**src/hw/rtl/adam_mul.sv**
```systemverilog
`timescale 1ns / 1ps

module adam_mul (
  input  logic        clk,
  input  logic [31:0] a,
  input  logic [31:0] b,
  output logic [63:0] prod
);

  logic [63:0] prod_r;

  always_ff @(posedge clk) begin
    prod_r <= 64'(a) * 64'(b);
  end

  assign prod = prod_r;

endmodule

```
**config.mk**
```make
export PLATFORM = sky130hd
export DESIGN_NAME = adam_mul
export DESIGN_NICKNAME = d
export VERILOG_FILES = /design/src/hw/rtl/adam_mul.sv
export SDC_FILE = /design/constraint.sdc
export NUM_CORES = 2
export LEC_CHECK = 0
export BUFFER_PORTS_ARGS = -buffer_cell sky130_fd_sc_hd__buf_2
export CORE_ASPECT_RATIO = 2
export CORE_MARGIN = 8
export CORE_UTILIZATION = 35
export DETAILED_ROUTE_END_ITERATION = 12
export PLACE_DENSITY = 0.49
export SETUP_SLACK_MARGIN = 0.15
export SYNTH_ARGS = -nofsm -noshare
export SYNTH_HDL_FRONTEND = slang
export SYNTH_SLANG_ARGS = --single-unit
export TNS_END_PERCENT = 20
```
**constraint.sdc**
```tcl
create_clock -name clk -period 7.73 [get_ports clk]
set_clock_uncertainty 0.2 [all_clocks]
set_input_delay 0.773 -clock clk [delete_from_list [all_inputs] [get_ports clk]]
set_output_delay 0.773 -clock clk [all_outputs]
set_load 0.005 [all_outputs]
```
After elaboration in Yosys (flattened, before gate mapping)
Cells that the tools add are included.
- register bits: 64
- logic and storage cells: 2
- $mul: 1
- operator list (cell ; number):
    $mul A32 B32 Y64 ; 1

Depth between registers and ports, before layout
- depth after elaboration: 1
- depth in mapped cells: 29
- mapped depth without buffers: 27

Least setup slack after synthesis
Ideal clock, no wire load.
- kind: input port to flip-flop
- from: input a[25]
- to: register prod_r[62] (netlist: prod[62])
- data arrival time: 7.454 ns
- cell stages on the path: 25
- setup slack: 0.004 ns
- cells stage by stage: clkbuf_1 nand2_1 fa_1 inv_1 fa_1 inv_1 fa_1 inv_1 fa_1 fa_1 fa_1 fa_1 inv_1 fa_1 inv_1 ha_1 buf_2 nand4_1 or4_1 or3_1 a31oi_1 a31o_2 a211oi_1 o21ai_1 xor2_1
- word-level cells in the longest chain between the ends: 1
- ends and longest elaborated chain (element ; RTL line ; RTL):
    start: declaration ; 5 ; input logic [31:0] a,
    $mul A32 B32 Y64 ; 13 ; prod_r <= 64'(a) * 64'(b);
    end signal: assignment ; 13 ;
    end: declaration ; 10 ; logic [63:0] prod_r;
Every way passes these cells.

Worst setup path after layout
- from: input b[31]
- to: register prod_r[62] (netlist: prod[62])
- word-level cells in the longest chain between the ends: 1
- ends and longest elaborated chain (element ; RTL line ; RTL):
    start: declaration ; 6 ; input logic [31:0] b,
    $mul A32 B32 Y64 ; 13 ;
Every way passes these cells.

==> impl_metrics.env <==
export IMPL_numCtsBuffers=9
export IMPL_dpl_hpwl_um=110000
export IMPL_first_pass_iters=6
export IMPL_critical_path_required_ns=7.87
export IMPL_synth_edff_count=0
export IMPL_tns_ns=0
export IMPL_antenna_found_initial=6
export IMPL_vias_per_cell=4.88
export IMPL_die_y_um=461
export IMPL_utilization=0.413
export IMPL_finalCritPeriodShare=0.986
export IMPL_first_iter_violations=1081
export IMPL_fin_crit_ns=7.62
export IMPL_synth_cell_types=57
export IMPL_setup_slack_ns=0.108
export IMPL_cp_start_kind="input pin"
export IMPL_status="finished, final reports clean"
export IMPL_htreeDepth=3
export IMPL_synth_area_mux_share=0.000289
export IMPL_critPathLaunch="b[31]"
export IMPL_clock_tree_root_cell="clkbuf_16"
export IMPL_fp_row_count=163
export IMPL_syn_area_um2=34700
export IMPL_synth_yosys_warnings=0
export IMPL_drv_cap=0
export IMPL_max_slew_margin=0.566
export IMPL_io_pins=129
export IMPL_synthXorXnorAreaFrac=0.0152
export IMPL_synthSimpleGateAreaFrac=0.176
export IMPL_start_util=0.352
export IMPL_critPathMaxFanout=7
export IMPL_rsz0062_at_grt="yes"
export IMPL_synth_top_family_by_area="adder cells"
export IMPL_seq_area_frac_synth=0.0369
export IMPL_num_nets_final=5298
export IMPL_cts_buffer_depth=2
export IMPL_drv_slew=0
export IMPL_core_area_um2=98500
export IMPL_setup_viol=0
export IMPL_synth_ff_type="dfxtp_1"
export IMPL_synth_compound_area_frac=0.0415
export IMPL_worst_pin_slew_ns=0.647
export IMPL_drc_errors=0
export IMPL_instances_no_fill=5399
export IMPL_synth_seq_cells=64
export IMPL_dr_total_vias=26322
export IMPL_grt_start_max_net_pins=23
export IMPL_synthAdderAreaFrac=0.612
export IMPL_crit_type="in2reg"
export IMPL_grt_pass1_vias=30539
export IMPL_hold_viol=0
export IMPL_place_congestion=0.915
export IMPL_die_w_um=239
export IMPL_grt_pass1_wl_um=185000
export IMPL_syn_nets=4972
export IMPL_place_port_buffers=128
export IMPL_area_growth_pct=17.3
export IMPL_synth_async_sr_flop_share=0
export IMPL_worstSetupEndpoint="prod[62]"
export IMPL_place_inst=5372
export IMPL_drive_above_1_share=0.163
export IMPL_drtAntennaViolNets=0
export IMPL_track_usage=0.230
export IMPL_numClockSinks=64
export IMPL_cts_tree="yes"
export IMPL_die_area_um2=110000
export IMPL_wire_per_inst_um=22.9
export IMPL_cp_arrival_ns=7.76
export IMPL_syn_inst=3748
export IMPL_largest_reg_flops=64
export IMPL_hp_class="in2reg"
export IMPL_fmax_ghz=0.131
export IMPL_cts_clk_slew_worst_paths_ns=0.08
export IMPL_grt_ovfl_total=0
export IMPL_worst_setup_path_end_kind="flop"
export IMPL_pre_cts_ws_ns=-0.681
export IMPL_wirelength_um=123000
export IMPL_synth_area_per_cell_um2=9.25
-- cell usage after synthesis (2+ instances only) --
| cell type | n | area share |
|---|---|---|
| a21oi_2 | 3 | 0.00076 |
| nor2_1 | 20 | 0.0022 |
| a21boi_1 | 3 | 0.00065 |
| buf_2 | 6 | 0.00087 |
| nor2b_1 | 2 | 0.00036 |
| fa_1 | 896 | 0.52 |
| nand2_1 | 480 | 0.052 |
| o21ai_1 | 5 | 0.00072 |
| o221ai_1 | 3 | 0.00076 |
| nand3_1 | 10 | 0.0014 |
| a31oi_1 | 12 | 0.0022 |
| o21ai_0 | 21 | 0.0030 |
| or3_1 | 3 | 0.00054 |
| or2_2 | 3 | 0.00054 |
| o221a_2 | 2 | 0.00065 |
| o31ai_1 | 2 | 0.00043 |
| and2_1 | 602 | 0.11 |
| nor3_1 | 7 | 0.0010 |
| ha_1 | 263 | 0.095 |
| a311oi_1 | 2 | 0.00051 |
| inv_1 | 865 | 0.094 |
| o211ai_1 | 2 | 0.00043 |
| o31ai_4 | 3 | 0.0018 |
| and4_1 | 3 | 0.00076 |
| or4_1 | 3 | 0.00065 |
| o21bai_1 | 10 | 0.0022 |
| nand4_1 | 23 | 0.0041 |
| dfxtp_1 | 64 | 0.037 |
| xnor2_1 | 35 | 0.0088 |
| o21a_1 | 9 | 0.0019 |
| clkbuf_1 | 213 | 0.023 |
| a221o_1 | 4 | 0.0012 |
| a21o_1 | 40 | 0.0087 |
| a211oi_1 | 3 | 0.00065 |
| a21oi_1 | 63 | 0.0091 |
| and3_1 | 14 | 0.0025 |
| and3b_1 | 2 | 0.00051 |
| nand2b_1 | 2 | 0.00036 |
| a221oi_4 | 3 | 0.0023 |
| xor2_1 | 25 | 0.0063 |
-- layout by cell type (no fill, tap or decap), drive strengths merged, types with 5 or more instances in the layout --
master  Yosys  final
xor2       25     25
buf         7    530
o31ai       5      5
dfxtp      64     64
inv       865    865
nand2     480    480
nand4      23     23
xnor2      35     35
o21a        9      9
a21o       40     40
clkbuf    213     17
fa        896    896
a31oi      12     12
nor3        7      7
o21ai      26     26
ha        263    263
and2      602    602
nand3      10     10
a21oi      66     66
o21bai     11     11
nor2       20     20
and3       14     14
-- worst max-delay path, stage by stage --
cell,delay [ns]
buf_6,0.10
buf_12,0.13
and2_4,0.15
fa_1,0.52
fa_1,0.56
fa_1,0.56
fa_1,0.62
fa_2,0.47
fa_1,0.53
fa_2,0.61
inv_2,0.05
fa_1,0.54
inv_2,0.05
ha_4,0.27
nand2_4,0.05
or4_4,0.54
or3_4,0.36
a31oi_4,0.18
buf_6,0.14
a31o_4,0.16
a211oi_2,0.07
o21ai_1,0.17
xor2_1,0.15
-- per-stage QoR --
step / cell area, um^2 / hold WS (ns)
after floorplan: 34700 / 0.700
after global placement: 39500 / 0.961
after detailed placement: 39500 / 0.960
after CTS: 40200 / 0.820
after global routing: 40700 / 0.864
final: 40700 / 0.837
-- timing repair --
item / 4_1_cts / 5_1_grt
cloned: 1 / 0
gates resized for setup: 114 / 107
endpoints found under the setup margin: 24 / 25
buffers inserted: 5 / 5
hold buffers: 0 / 0
pin swaps: 33 / 43
-- area by class of cell --
cell class | count | area [um^2]
fillers | 10006 | 57800
well taps | 1320 | 1650
clock buffers | 12 | 246
diodes | 1 | 2.50
multi-input cells | 2599 | 29800
repair buffers | 535 | 4390
flip-flops and latches | 64 | 1280
inverters | 865 | 3250
clock inverters | 3 | 42.5
-- layer usage --
metal / share of wire / GRT usage
met2: 0.60 / 0.474
met1: 0.28 / 0.191
met3: 0.025 / 0.0225
met4: 0.10 / 0.185
met5: 0.00046 / 0
-- logic make-up after synthesis --
group / Yosys count
AO/OA/AOI/OAI: 202
XOR/XNOR: 60
adder cells (fa/ha/maj): 1159
buffers and inverters: 1085
flip-flops: 64
multiplexers: 1
AND/OR/NAND/NOR: 1177
-- how the worst min path moves through the flow --
| stage | slack (ns) | depth (start not counted) | startpoint | endpoint |
|---|---|---|---|---|
| after detailed placement | 0.96 | 1 | prod[32] | prod[32] |
| after floorplan | 0.70 | 1 | b[0] | prod[0] |
| final | 0.84 | 4 | a[0] | prod[0] |
| after CTS | 0.82 | 4 | a[0] | prod[0] |
| after global placement | 0.96 | 1 | prod[23] | prod[23] |
| after global routing | 0.86 | 4 | a[0] | prod[0] |
Power is not shown: default switching activity piles up to over one toggle a cycle in this logic, so the estimate is an artifact.
