==> src/hw/rtl/adam_pkg.sv <==
`timescale 1ns / 1ps

package adam_pkg;

  localparam logic DSU_DIV  = 1'b0;
  localparam logic DSU_SQRT = 1'b1;

  typedef struct packed {
    logic start;
    logic mode;
  } dsu_cmd_t;

  typedef struct packed {
    logic busy;
    logic done;
    logic sat;
  } dsu_stat_t;

  localparam int DSU_HI_W  = 56;
  localparam int DSU_LO_W  = 48;
  localparam int DSU_DEN_W = 49;
  localparam int DSU_CNT_W = 6;

  localparam logic [DSU_CNT_W-1:0] Q_MOMENT   = 6'd48;
  localparam logic [DSU_CNT_W-1:0] Q_RATIO    = 6'd32;
  localparam logic [DSU_CNT_W-1:0] SQRT_STEPS = 6'd32;
  localparam logic [63:0]          SQRT_BIT0  = 64'h4000_0000_0000_0000;

  localparam logic [1:0] REG_LR  = 2'd0;
  localparam logic [1:0] REG_B1  = 2'd1;
  localparam logic [1:0] REG_B2  = 2'd2;
  localparam logic [1:0] REG_EPS = 2'd3;

  localparam logic [31:0] LR_RESET  = 32'd16777;
  localparam logic [15:0] B1_RESET  = 16'd58982;
  localparam logic [15:0] B2_RESET  = 16'd65470;
  localparam logic [31:0] EPS_RESET = 32'd43;

  localparam logic [31:0] POW_ONE   = 32'hFFFF_FFFF;
  localparam logic [16:0] ONE_Q16   = 17'h1_0000;
  localparam logic [47:0] MHAT_CAP  = 48'h8000_0000_0000;
  localparam logic [47:0] VHAT_CAP  = 48'hFFFF_FFFF_FFFF;
  localparam logic [31:0] RATIO_CAP = 32'hFFFF_FFFF;

endpackage

==> src/hw/rtl/adam_dsu.sv <==
`timescale 1ns / 1ps

// restoring divide (one quotient bit per cycle) and bitwise isqrt (one root bit per cycle)
module adam_dsu (
  input  logic                                 clk,
  input  logic                                 rst_n,
  input  adam_pkg::dsu_cmd_t                   cmd,
  input  logic [adam_pkg::DSU_HI_W-1:0]        hi,
  input  logic [adam_pkg::DSU_LO_W-1:0]        lo,
  input  logic [adam_pkg::DSU_DEN_W-1:0]       den,
  input  logic [adam_pkg::DSU_CNT_W-1:0]       nbits,
  input  logic [63:0]                          sq_n,
  output adam_pkg::dsu_stat_t                  stat,
  output logic [47:0]                          quo,
  output logic [31:0]                          root
);

  logic                               busy_r;
  logic                               done_r;
  logic                               sat_r;
  logic                               mode_r;
  logic [adam_pkg::DSU_CNT_W-1:0]     cnt_r;
  logic [adam_pkg::DSU_DEN_W-1:0]     rem_r;
  logic [adam_pkg::DSU_DEN_W-1:0]     den_r;
  logic [adam_pkg::DSU_LO_W-1:0]      lo_r;
  logic [47:0]                        q_r;
  logic [63:0]                        n_r;
  logic [63:0]                        res_r;
  logic [63:0]                        bit_r;

  logic                               hi_ge;
  logic [adam_pkg::DSU_DEN_W:0]       t;
  logic [adam_pkg::DSU_DEN_W:0]       tsub;
  logic                               dge;
  logic [63:0]                        rb;
  logic                               sge;

  always_comb begin
    hi_ge = hi >= adam_pkg::DSU_HI_W'(den);
    t     = {rem_r, lo_r[adam_pkg::DSU_LO_W-1]};
    tsub  = t - {1'b0, den_r};
    dge   = t >= {1'b0, den_r};
    rb    = res_r + bit_r;
    sge   = n_r >= rb;
  end

  always_ff @(posedge clk) begin
    if (!rst_n) begin
      busy_r <= 1'b0;
      done_r <= 1'b0;
    end else begin
      done_r <= 1'b0;
      if (cmd.start) begin
        if (cmd.mode == adam_pkg::DSU_DIV && hi_ge) begin
          busy_r <= 1'b0;
          done_r <= 1'b1;
        end else begin
          busy_r <= 1'b1;
        end
      end else if (busy_r && cnt_r == adam_pkg::DSU_CNT_W'(1)) begin
        busy_r <= 1'b0;
        done_r <= 1'b1;
      end
    end
  end

  always_ff @(posedge clk) begin
    if (cmd.start) begin
      mode_r <= cmd.mode;
      q_r    <= '0;
      if (cmd.mode == adam_pkg::DSU_DIV) begin
        sat_r <= hi_ge;
        den_r <= den;
        lo_r  <= lo;
        rem_r <= hi[adam_pkg::DSU_DEN_W-1:0];
        cnt_r <= nbits;
      end else begin
        sat_r <= 1'b0;
        n_r   <= sq_n;
        res_r <= '0;
        bit_r <= adam_pkg::SQRT_BIT0;
        cnt_r <= adam_pkg::SQRT_STEPS;
      end
    end else if (busy_r) begin
      cnt_r <= cnt_r - adam_pkg::DSU_CNT_W'(1);
      if (mode_r == adam_pkg::DSU_DIV) begin
        q_r   <= {q_r[46:0], dge};
        rem_r <= dge ? tsub[adam_pkg::DSU_DEN_W-1:0] : t[adam_pkg::DSU_DEN_W-1:0];
        lo_r  <= {lo_r[adam_pkg::DSU_LO_W-2:0], 1'b0};
      end else begin
        if (sge) begin
          n_r   <= n_r - rb;
          res_r <= (res_r >> 1) + bit_r;
        end else begin
          res_r <= res_r >> 1;
        end
        bit_r <= bit_r >> 2;
      end
    end
  end

  assign stat = '{busy: busy_r, done: done_r, sat: sat_r};
  assign quo  = q_r;
  assign root = res_r[31:0];

endmodule

==> config.mk <==
export PLATFORM = sky130hd
export DESIGN_NAME = adam_dsu
export DESIGN_NICKNAME = d
export VERILOG_FILES = /design/src/hw/rtl/adam_pkg.sv /design/src/hw/rtl/adam_dsu.sv
export SDC_FILE = /design/constraint.sdc
export NUM_CORES = 1
export LEC_CHECK = 0
export ABC_AREA = 1
export BUFFER_PORTS_ARGS = -buffer_cell sky130_fd_sc_hd__buf_2
export CAP_MARGIN = 20
export CORE_MARGIN = 1
export CORE_UTILIZATION = 64
export CTS_CLUSTER_DIAMETER = 60
export CTS_CLUSTER_SIZE = 14
export DETAILED_ROUTE_END_ITERATION = 8
export PLACE_DENSITY = 0.84
export SLEW_MARGIN = 20
export SYNTH_ARGS = -nofsm -noshare
export SYNTH_HDL_FRONTEND = slang
export SYNTH_SLANG_ARGS = --single-unit
export TNS_END_PERCENT = 5
==> constraint.sdc <==
create_clock -name clk -period 24.1 [get_ports clk]
set_input_delay 6.025 -clock clk [delete_from_list [all_inputs] [get_ports clk]]
set_output_delay 6.025 -clock clk [all_outputs]
set_load 0.05 [all_outputs]
After elaboration in Yosys (flattened, before gate mapping)
Cells that the tools add are included.
{ "word_totals": {"regBits": 396, "out_inout_bits": 83} }
{ "op_classes": {"n_addsub": 5, "n_lt_le_gt_ge": 3, "eq_ne": 4, "mux": 32, "bitwise": 2, "reduce_logical": 11} }
{ "op_table": {"columns": ["cell", "n"], "rows": [
  ["two-way mux 64 bit", 14],
  ["two-way mux 49 bit", 5],
  ["two-way mux 48 bit", 4],
  ["adder 63 x 64 -> 64 bit", 1],
  ["adder 64 bit", 1],
  ["greater-or-equal comparator 64 bit", 1],
  ["subtractor 64 bit", 1],
  ["greater-or-equal comparator 56 x 49 -> 1 bit", 1],
  ["greater-or-equal comparator 50 x 49 -> 1 bit", 1],
  ["subtractor 49 bit", 1],
  ["two-way mux 6 bit", 3],
  ["nonzero test 2 bit", 4],
  ["== test 6 x 1 -> 1 bit, second input constant", 1],
  ["two-way mux 1 bit", 6],
  ["inequality test 2 bit, second input constant", 3],
  ["AND reduction 3 bit", 2],
  ["subtractor 6 x 1 -> 6 bit, second input constant", 1],
  ["AND reduction 2 bit", 2],
  ["AND reduction 4 bit", 1],
  ["logical AND 1 bit", 2],
  ["inverter 1 bit", 2]
]} }

Depth between registers and ports, before layout
Gate-level depths: netlist of run 1.
{ "logic_depth": {"depth_word": 6, "mapped_depth": 29, "mapped_depth_nobuf": 28} }

Worst setup path after synthesis of run 1
No wires, ideal clock.
{ "synth_timing": {"path_kind": "input to register", "from": "in cmd[1] (netlist name)", "to": "reg n_r[0], enable pin", "setup_ns": 0.418, "arrival_ns": 13.334, "t_required_ns": 23.682, "slack_ns": 10.348, "path_stages": 8, "cell_sequence": "buf_2 clkinv_1 nor2_1 a21oi_1 inv_1 nor2_1 o21ai_0 inv_1"} }
{ "synth_via": {"elab_chain_len": 2, "word_cells_on_any_way": 5} }
{ "synth_rtl": {"columns": ["element", "line_no", "source"], "rows": [
  ["start, declared", "adam_dsu.sv:7", "input adam_pkg::dsu_cmd_t cmd,"],
  ["inequality test 2 bit (no source line) / nonzero test 2 bit (equally long branches)", null, null],
  ["AND reduction 4 bit (no source line) *", null, null],
  ["end signal, assigned", "adam_dsu.sv:79", "n_r <= sq_n;"],
  ["end signal, assigned", "adam_dsu.sv:92", "n_r <= n_r - rb;"],
  ["end, declared", "adam_dsu.sv:27", "logic [63:0] n_r;"]
]} }
Mark *: on every way between the ends. The rest lies on a longest branch, timed or not.
A chain may end at the register's enable or synchronous reset.

Worst setup path in the final report of run 1
{ "layout_timing": {"from": "in cmd[1] (netlist name)", "to": "reg n_r[54], enable pin"} }
The elaborated chain is that of the path after synthesis.

==> results of run 1 <==
[layer usage]
layer  vias to the layer above  routed length, µm
met2                      2174              51700
met1                     16900              48400
li1                      18000                  -
met3                       307              14300
met4                         0               5430
met5                         -                  0
[placed cells by master (no fill, tap or decap), types with 6 or more instances in the layout]
master,count
ha_1,230
nand3_1,323
nor3_1,49
and2_1,11
edfxtp_1,314
xnor2_1,91
o21ai_1,14
a21oi_1,243
nand2_1,2048
clkbuf_16,42
o21bai_1,28
o21ai_0,213
o21a_1,6
dfxtp_1,50
xor2_1,35
nor2_1,557
buf_2,308
nand4_1,111
a21o_1,8
clkbuf_1,7
o21ai_2,10
nand3b_1,25
o211ai_1,6
or2_2,18
nor2_2,7
buf_4,16
inv_1,987
[power breakdown]
group	leakage [nW]	total (mW)	internal, mW	switching [mW]
clock	0.667	0.660	0.357	0.303
sequential	3.42	0.883	0.793	0.0898
combinational	15.9	1.45	0.457	0.992
total	20.0	2.99	1.61	1.39
[registers in the layout (all words and copies together) (netlist names)]
register,cells
busy_r,1
cnt_r,6
bit_r,32
lo_r,48
den_r,49
quo,48
rem_r,49
n_r,64
sat_r,1
mode_r,1
res_r,64
done_r,1
[logic make-up (layout without fill, tap and decap cells)]
logic type | Yosys count | count (layout) | synth area share (%)
DFF | 364 | 364 | 29.9
other | 0 | 3 | 0
adders and majority gates | 232 | 232 | 8.38
AOI/OAI and AO/OA | 540 | 540 | 8.33
and+or+nand+nor | 3175 | 3175 | 37.2
buffers and inverters | 1133 | 1393 | 13.0
xor gates and xnor gates | 126 | 126 | 3.17
[worst max-delay path by stage]
stage                   end  startpoint  slack [ns]
floorplan            n_r[0]      cmd[1]       10.35
global placement    n_r[51]      cmd[1]       14.38
detailed placement  n_r[51]      cmd[1]       14.36
CTS                 n_r[54]      cmd[1]       14.95
global route        n_r[14]      cmd[1]       14.70
finish              n_r[54]      cmd[1]       14.85
[layout make-up]
| type | count | area, µm² |
|---|---|---|
| fill | 4784 | 15800 |
| timing repair buffer | 325 | 1680 |
| clock buffer | 51 | 1100 |
| clock inverter | 24 | 295 |
| inverter | 993 | 3730 |
| sequential | 364 | 10400 |
| antenna | 3 | 7.51 |
| multi-input combinational | 4073 | 19900 |
| tap | 696 | 871 |
[worst max-delay path: cells and delay by family]
family | cells | cell delay [ns]
AND/OR/NAND/NOR | 2 | 0.12
AO/OA/AOI/OAI | 2 | 0.63
buffers and inverters | 6 | 2.54
[stage by stage]
step,setup WS (ns),std cells
finish,14.85,6529
global route,14.70,6529
CTS,14.95,6526
detailed placement,14.36,6451
global placement,14.38,6451
floorplan,10.35,5570
==> impl_results.md, run 1 <==
* DRC Markers at 0
* Hold WS at 0.492 ns
* Final setup fails at 0
* Worst Path Required at 24.31 ns
* TritonCTS Buffers at 41
* Worst-path cell chain: clkbuf_8 -> inv_6 -> nor2_4 -> a21oi_1 -> inv_1 -> nor2_4 -> buf_4 -> o21ai_0 -> inv_2 -> buf_4
* Worst Reg-to-Reg Cells at 22
* Antenna Violating Nets Remaining at 0
* Root Buffer: clkbuf_16
* DR vias/cell at 5.72
* Min-delay src: quo[0]
* I/O pin total at 310
* Crit path time final at 9.25 ns
* Gr ovfl total at 0
* Core area at 53800 µm²
* Net Count, Synth at 6029
* Synth top cells by count: nand2_1 (2048), inv_1 (987), nor2_1 (560), nand3_1 (323), edfxtp_1 (314)
* Top_reg_cell synth: edfxtp_1
* Clock-pin slew on the worst setup and hold paths at 0.07 ns
* CTS Buffer Depth at 3
* Post-Route Utilization at 70.7%
* GPL Wtd Cong at 1.02
* Distinct cells, synth at 51
* Status: finished, final reports clean
* Initial antenna violation count at 3
* Post-Syn Area at 34800 µm²
* First-pass GRT wire length at 182000 µm
* Clock Latency Late Sink at 0.62 ns
* CP Capture Type: flip-flop
* Final WL at 120000 µm
* Crit Reg-Reg Endpoint: n_r[54]
* Clock Sinks at 364
* HPWL Detailed at 93500 µm
* Pins Over Slew Limit at 0
* Synthesis-stage register bit count at 364
* VDD IR max at 0.0000730 V
* Hold path depth at 2
* R2R Path Start: res_r[40]
* RSZ-0062 raised after global routing: false
* Leakage at 20.0 nW
* # nets final at 6257
* CTS Hold Bufs at 0
* Die H at 235 µm
* Average size of a mapped cell at 6.25 µm²
* H-tree depth at 2
* Design Area, Final at 38000 µm²
* CTS tree: yes
* Met2 GRT Util at 66.0%
* Largest net degree at the start of global routing at 131
* Crit path DAT at 9.46 ns
* Max frequency at 0.108 GHz
* Setup Fix Bufs, Post-CTS at 0
* CTS resizes at 0
* Vias in the first global route at 34500
* Post-synth ARST share at 0%
* Skew final at 0.0333 ns
* Row cnt at 85
* Total GRT Usage at 42.0%
* Slew HR at 29.1%
* MaxCap Viol Count at 0
* Register area share after synthesis at 29.9%
* Share of cells above drive strength 1 at 7.70%
* Area after detailed placement at 36600 µm²
* Die area at 55400 µm²
* Tightest Pin Transition at 1.06 ns
* Tcrit/Tclk final at 38.4%
* EDFF count, synth at 314
* Cell Pwr Density at 78.7 nW/µm²
* Drt first pass iters at 8
* CP peak stage delay at 0.77 ns
* Slowest CP cell: buf_4
* Top post-synthesis cells by area: edfxtp_1 (27%), nand2_1 (22%), inv_1 (11%), ha_1 (8.3%), nor2_1 (6.0%)
* Hold EP: quo[1]
* Total negative setup slack at 0 ns
* Syn Inst Count at 5570
* Worst hold path class: reg -> reg
* Area Growth Syn to Fin at 9.17%
* Met3 Track Usage GR at 7.55%
* PortBufs at 309
* Cell accounting for the most synthesized area: edfxtp_1
* Total Power at 2.99 mW
* Maximum fanout along the worst path at 130
* Met1 Usage GRT at 56.9%
* Die X at 235 µm
* Yosys warnings at 0
* Initial DRC Count at 4027
* Most used routing layer: met2
* DR vias at 37300
* CP Launch Type: input pin
* Reg2reg setup slack at 17.46 ns
* CP Class: in -> reg
* Starting density of the core at 64.7%
* Top-area cell type share of the netlist area at 27.1%
* Routed WL per cell at 18.3 µm
* Final Hold Viols at 0
* Most common cell in the netlist: nand2_1
No activity file was read; power rests on OpenSTA's default activity.
==> run 2: changes to the inputs <==
--- a/config.mk
+++ b/config.mk
@@ -9,11 +9,11 @@
 export BUFFER_PORTS_ARGS = -buffer_cell sky130_fd_sc_hd__buf_2
 export CAP_MARGIN = 20
 export CORE_MARGIN = 1
-export CORE_UTILIZATION = 64
+export CORE_UTILIZATION = 56
 export CTS_CLUSTER_DIAMETER = 60
 export CTS_CLUSTER_SIZE = 14
 export DETAILED_ROUTE_END_ITERATION = 8
-export PLACE_DENSITY = 0.84
+export PLACE_DENSITY = 0.78
 export SLEW_MARGIN = 20
 export SYNTH_ARGS = -nofsm -noshare
 export SYNTH_HDL_FRONTEND = slang
==> constraint.sdc (replaced) <==
create_clock -name clk -period 8.2 [get_ports clk]
set_input_delay 2.05 -clock clk [delete_from_list [all_inputs] [get_ports clk]]
set_output_delay 2.05 -clock clk [all_outputs]
set_load 0.05 [all_outputs]
==> run 2 against run 1 <==
Net effect: die area rose by 14%; non-clock buffer count rose by 1; clock skew fell by 0.015 ns; worst hold slack got worse by 0.0062 ns; critical endpoint is now n_r[55]; register-to-register slack got worse by 16 ns; critical path depth rose by 14; clock power rose to 2.9 times the previous value; first-iteration DRC count fell by 8.4%; cell count rose by 2.2%; power rose to 2.9 times the previous value.
==> impl_results.md, run 2 (synthesis gave the netlist of run 1 again) <==
* Share of cells above drive strength 1 at 7.75%
* H-tree depth at 2
* Final WL at 123000 µm
* Drt first pass iters at 6
* DR vias/cell at 5.49
* DRT met1 WL at 53400 µm
* TritonCTS Buffers at 43
* HPWL Detailed at 99000 µm
* Antenna Violating Nets Remaining at 0
* GPL Wtd Cong at 1.02
* CP Class: reg -> reg
* Row cnt at 91
* CTS Hold Bufs at 0
* Slowest CP cell: inv_2
* Most common cell after layout, fill and taps aside: nand2_1
* Largest net degree at the start of global routing at 101
* Met3 routed WL at 11900 µm
* Hold EP: quo[1]
* CP Launch Type: flip-flop
* Clock-pin slew on the worst setup and hold paths at 0.07 ns
* Total GRT Usage at 38.2%
* Pins Over Slew Limit at 0
* Maximum fanout along the worst path at 36
* VDD IR max at 0.000158 V
* Starting density of the core at 56.6%
* Area Growth Syn to Fin at 9.57%
* Initial antenna violation count at 2
* Leakage at 20.0 nW
* Worst Reg-to-Reg Cells at 24
* Reg2reg setup slack at 1.72 ns
* Commonest cells after routing, fill and taps aside: nand2_1 (2048), inv_1 (986), nor2_1 (557)
* Detail Route met2 WL at 52400 µm
* # nets final at 6260
* Tightest Pin Transition at 1.03 ns
* Crit Reg-Reg Endpoint: n_r[55]
* Vias in the first global route at 34100
* Cell Pwr Density at 231 nW/µm²
* Slew HR at 31.5%
* Final Hold Viols at 0
* Routed WL per cell at 18.4 µm
* I/O pin total at 310
* Gr ovfl total at 0
* Final setup fails at 0
* Status: finished, final reports clean
* CP peak stage delay at 0.77 ns
* Worst-path cell chain: ha_1 -> nand2_1 -> o21ai_1 -> nand2_1 -> o21ai_0 -> a21oi_1 -> nand2_1 -> nand2_1 -> nand2_1 -> nand2_1 -> nand3b_1 -> nand2_1 -> ha_1 -> nand2_1 -> nor2_1 -> inv_1 -> nor2_1 -> nand2_1 -> nor2_1 -> nand2_4 -> nand2_8 -> o21ai_0 -> inv_2 -> buf_4
* Hold WS at 0.486 ns
* Initial DRC Count at 3687
* Die H at 251 µm
* MaxCap Viol Count at 0
* Core area at 61600 µm²
* CTS tree: yes
* Die X at 251 µm
* First-pass GRT wire length at 187000 µm
* Hold path depth at 2
* CP Capture Type: flip-flop
* DRC Markers at 0
* CTS Buffer Depth at 3
* Worst hold path class: reg -> reg
* Clock Latency Late Sink at 0.61 ns
* R2R Path Start: res_r[10]
* Root Buffer: clkbuf_16
* Skew final at 0.0182 ns
* Top sig layer: met4
* RSZ-0062 raised after global routing: false
* Crit path DAT at 6.72 ns
* Tcrit/Tclk final at 79.0%
* Max frequency at 0.154 GHz
* Die area at 63200 µm²
* Clock Sinks at 364
* DR vias at 36600
* Cell repeated most along the worst path: nand2_1
* Setup Fix Bufs, Post-CTS at 0
* Total negative setup slack at 0 ns
* Worst Path Required at 8.45 ns
* PortBufs at 309
* Min-delay src: quo[0]
* Crit path time final at 6.48 ns
* Top Registers: n_r x64, res_r x64
* CTS resizes at 0
run 2: changes by cell type in the layout (fill, tap and decap cells not counted), moves of 2 or more:
cell        change
clkinv_1        -3
inv_16          +2
clkinv_8        +2
clkinvlp_4      -3
clkinv_2        +4
clkbuf_1        +2
clkinv_16       -3
run 2: where the power goes:
part / total [mW] / internal [mW] / switching [mW]
combinational: 4.31 / 1.34 / 2.97
clock: 1.91 / 1.03 / 0.885
sequential: 2.58 / 2.33 / 0.251
total: 8.81 / 4.70 / 4.11
run 2: how the worst max path moves through the flow:
stage,startpoint,endpoint,slack (ns),cells past startpoint
floorplan,cmd[1],lo_r[0],-1.47,5
global placement,res_r[10],n_r[55],1.96,21
global route,res_r[36],n_r[55],1.38,23
detailed placement,res_r[10],n_r[51],1.92,24
finish,res_r[10],n_r[55],1.72,24
CTS,res_r[10],n_r[57],1.92,24
run 2: metrics by stage:
step                      power (mW)  utilization (%)  area [µm²]  instances  setup slack, ns
after floorplan                 5.58                -       34800       5570            -1.47
after global placement          6.75             59.8       36800       6593             1.96
after detailed placement        6.78             59.8       36800       6593             1.92
after CTS                       8.69             62.0       38200       6668             1.92
after global routing            9.33             62.0       38200       6670             1.38
final                           8.81             62.0       38200       6671             1.72
run 2: area by class of cell:
cell class / count / area (µm²)
tap: 837 / 1050
multi-input combinational: 4073 / 19900
sequential: 364 / 10400
clock inverter: 22 / 234
fill: 6018 / 23400
inverter: 993 / 3730
antenna: 3 / 7.51
clock buffer: 53 / 1110
timing repair buffer: 326 / 1680
run 2: worst max-delay path: cells and delay by family, from the launching register on:
family / cells / cell delay, ns
AND/OR/NAND/NOR: 15 / 2.36
AO/OA/AOI/OAI: 4 / 0.92
flip-flops: 1 / 0.53
adder cells (fa/ha/maj): 2 / 0.85
buffers and inverters: 3 / 1.39
run 2: per-layer routing:
| layer | GRT usage [%] | vias up |
|---|---|---|
| li1 | - | 18000 |
| met1 | 53.4 | 16700 |
| met2 | 58.7 | 1703 |
| met3 | 6.16 | 240 |
| met4 | 15.5 | 0 |
| met5 | 0 | - |
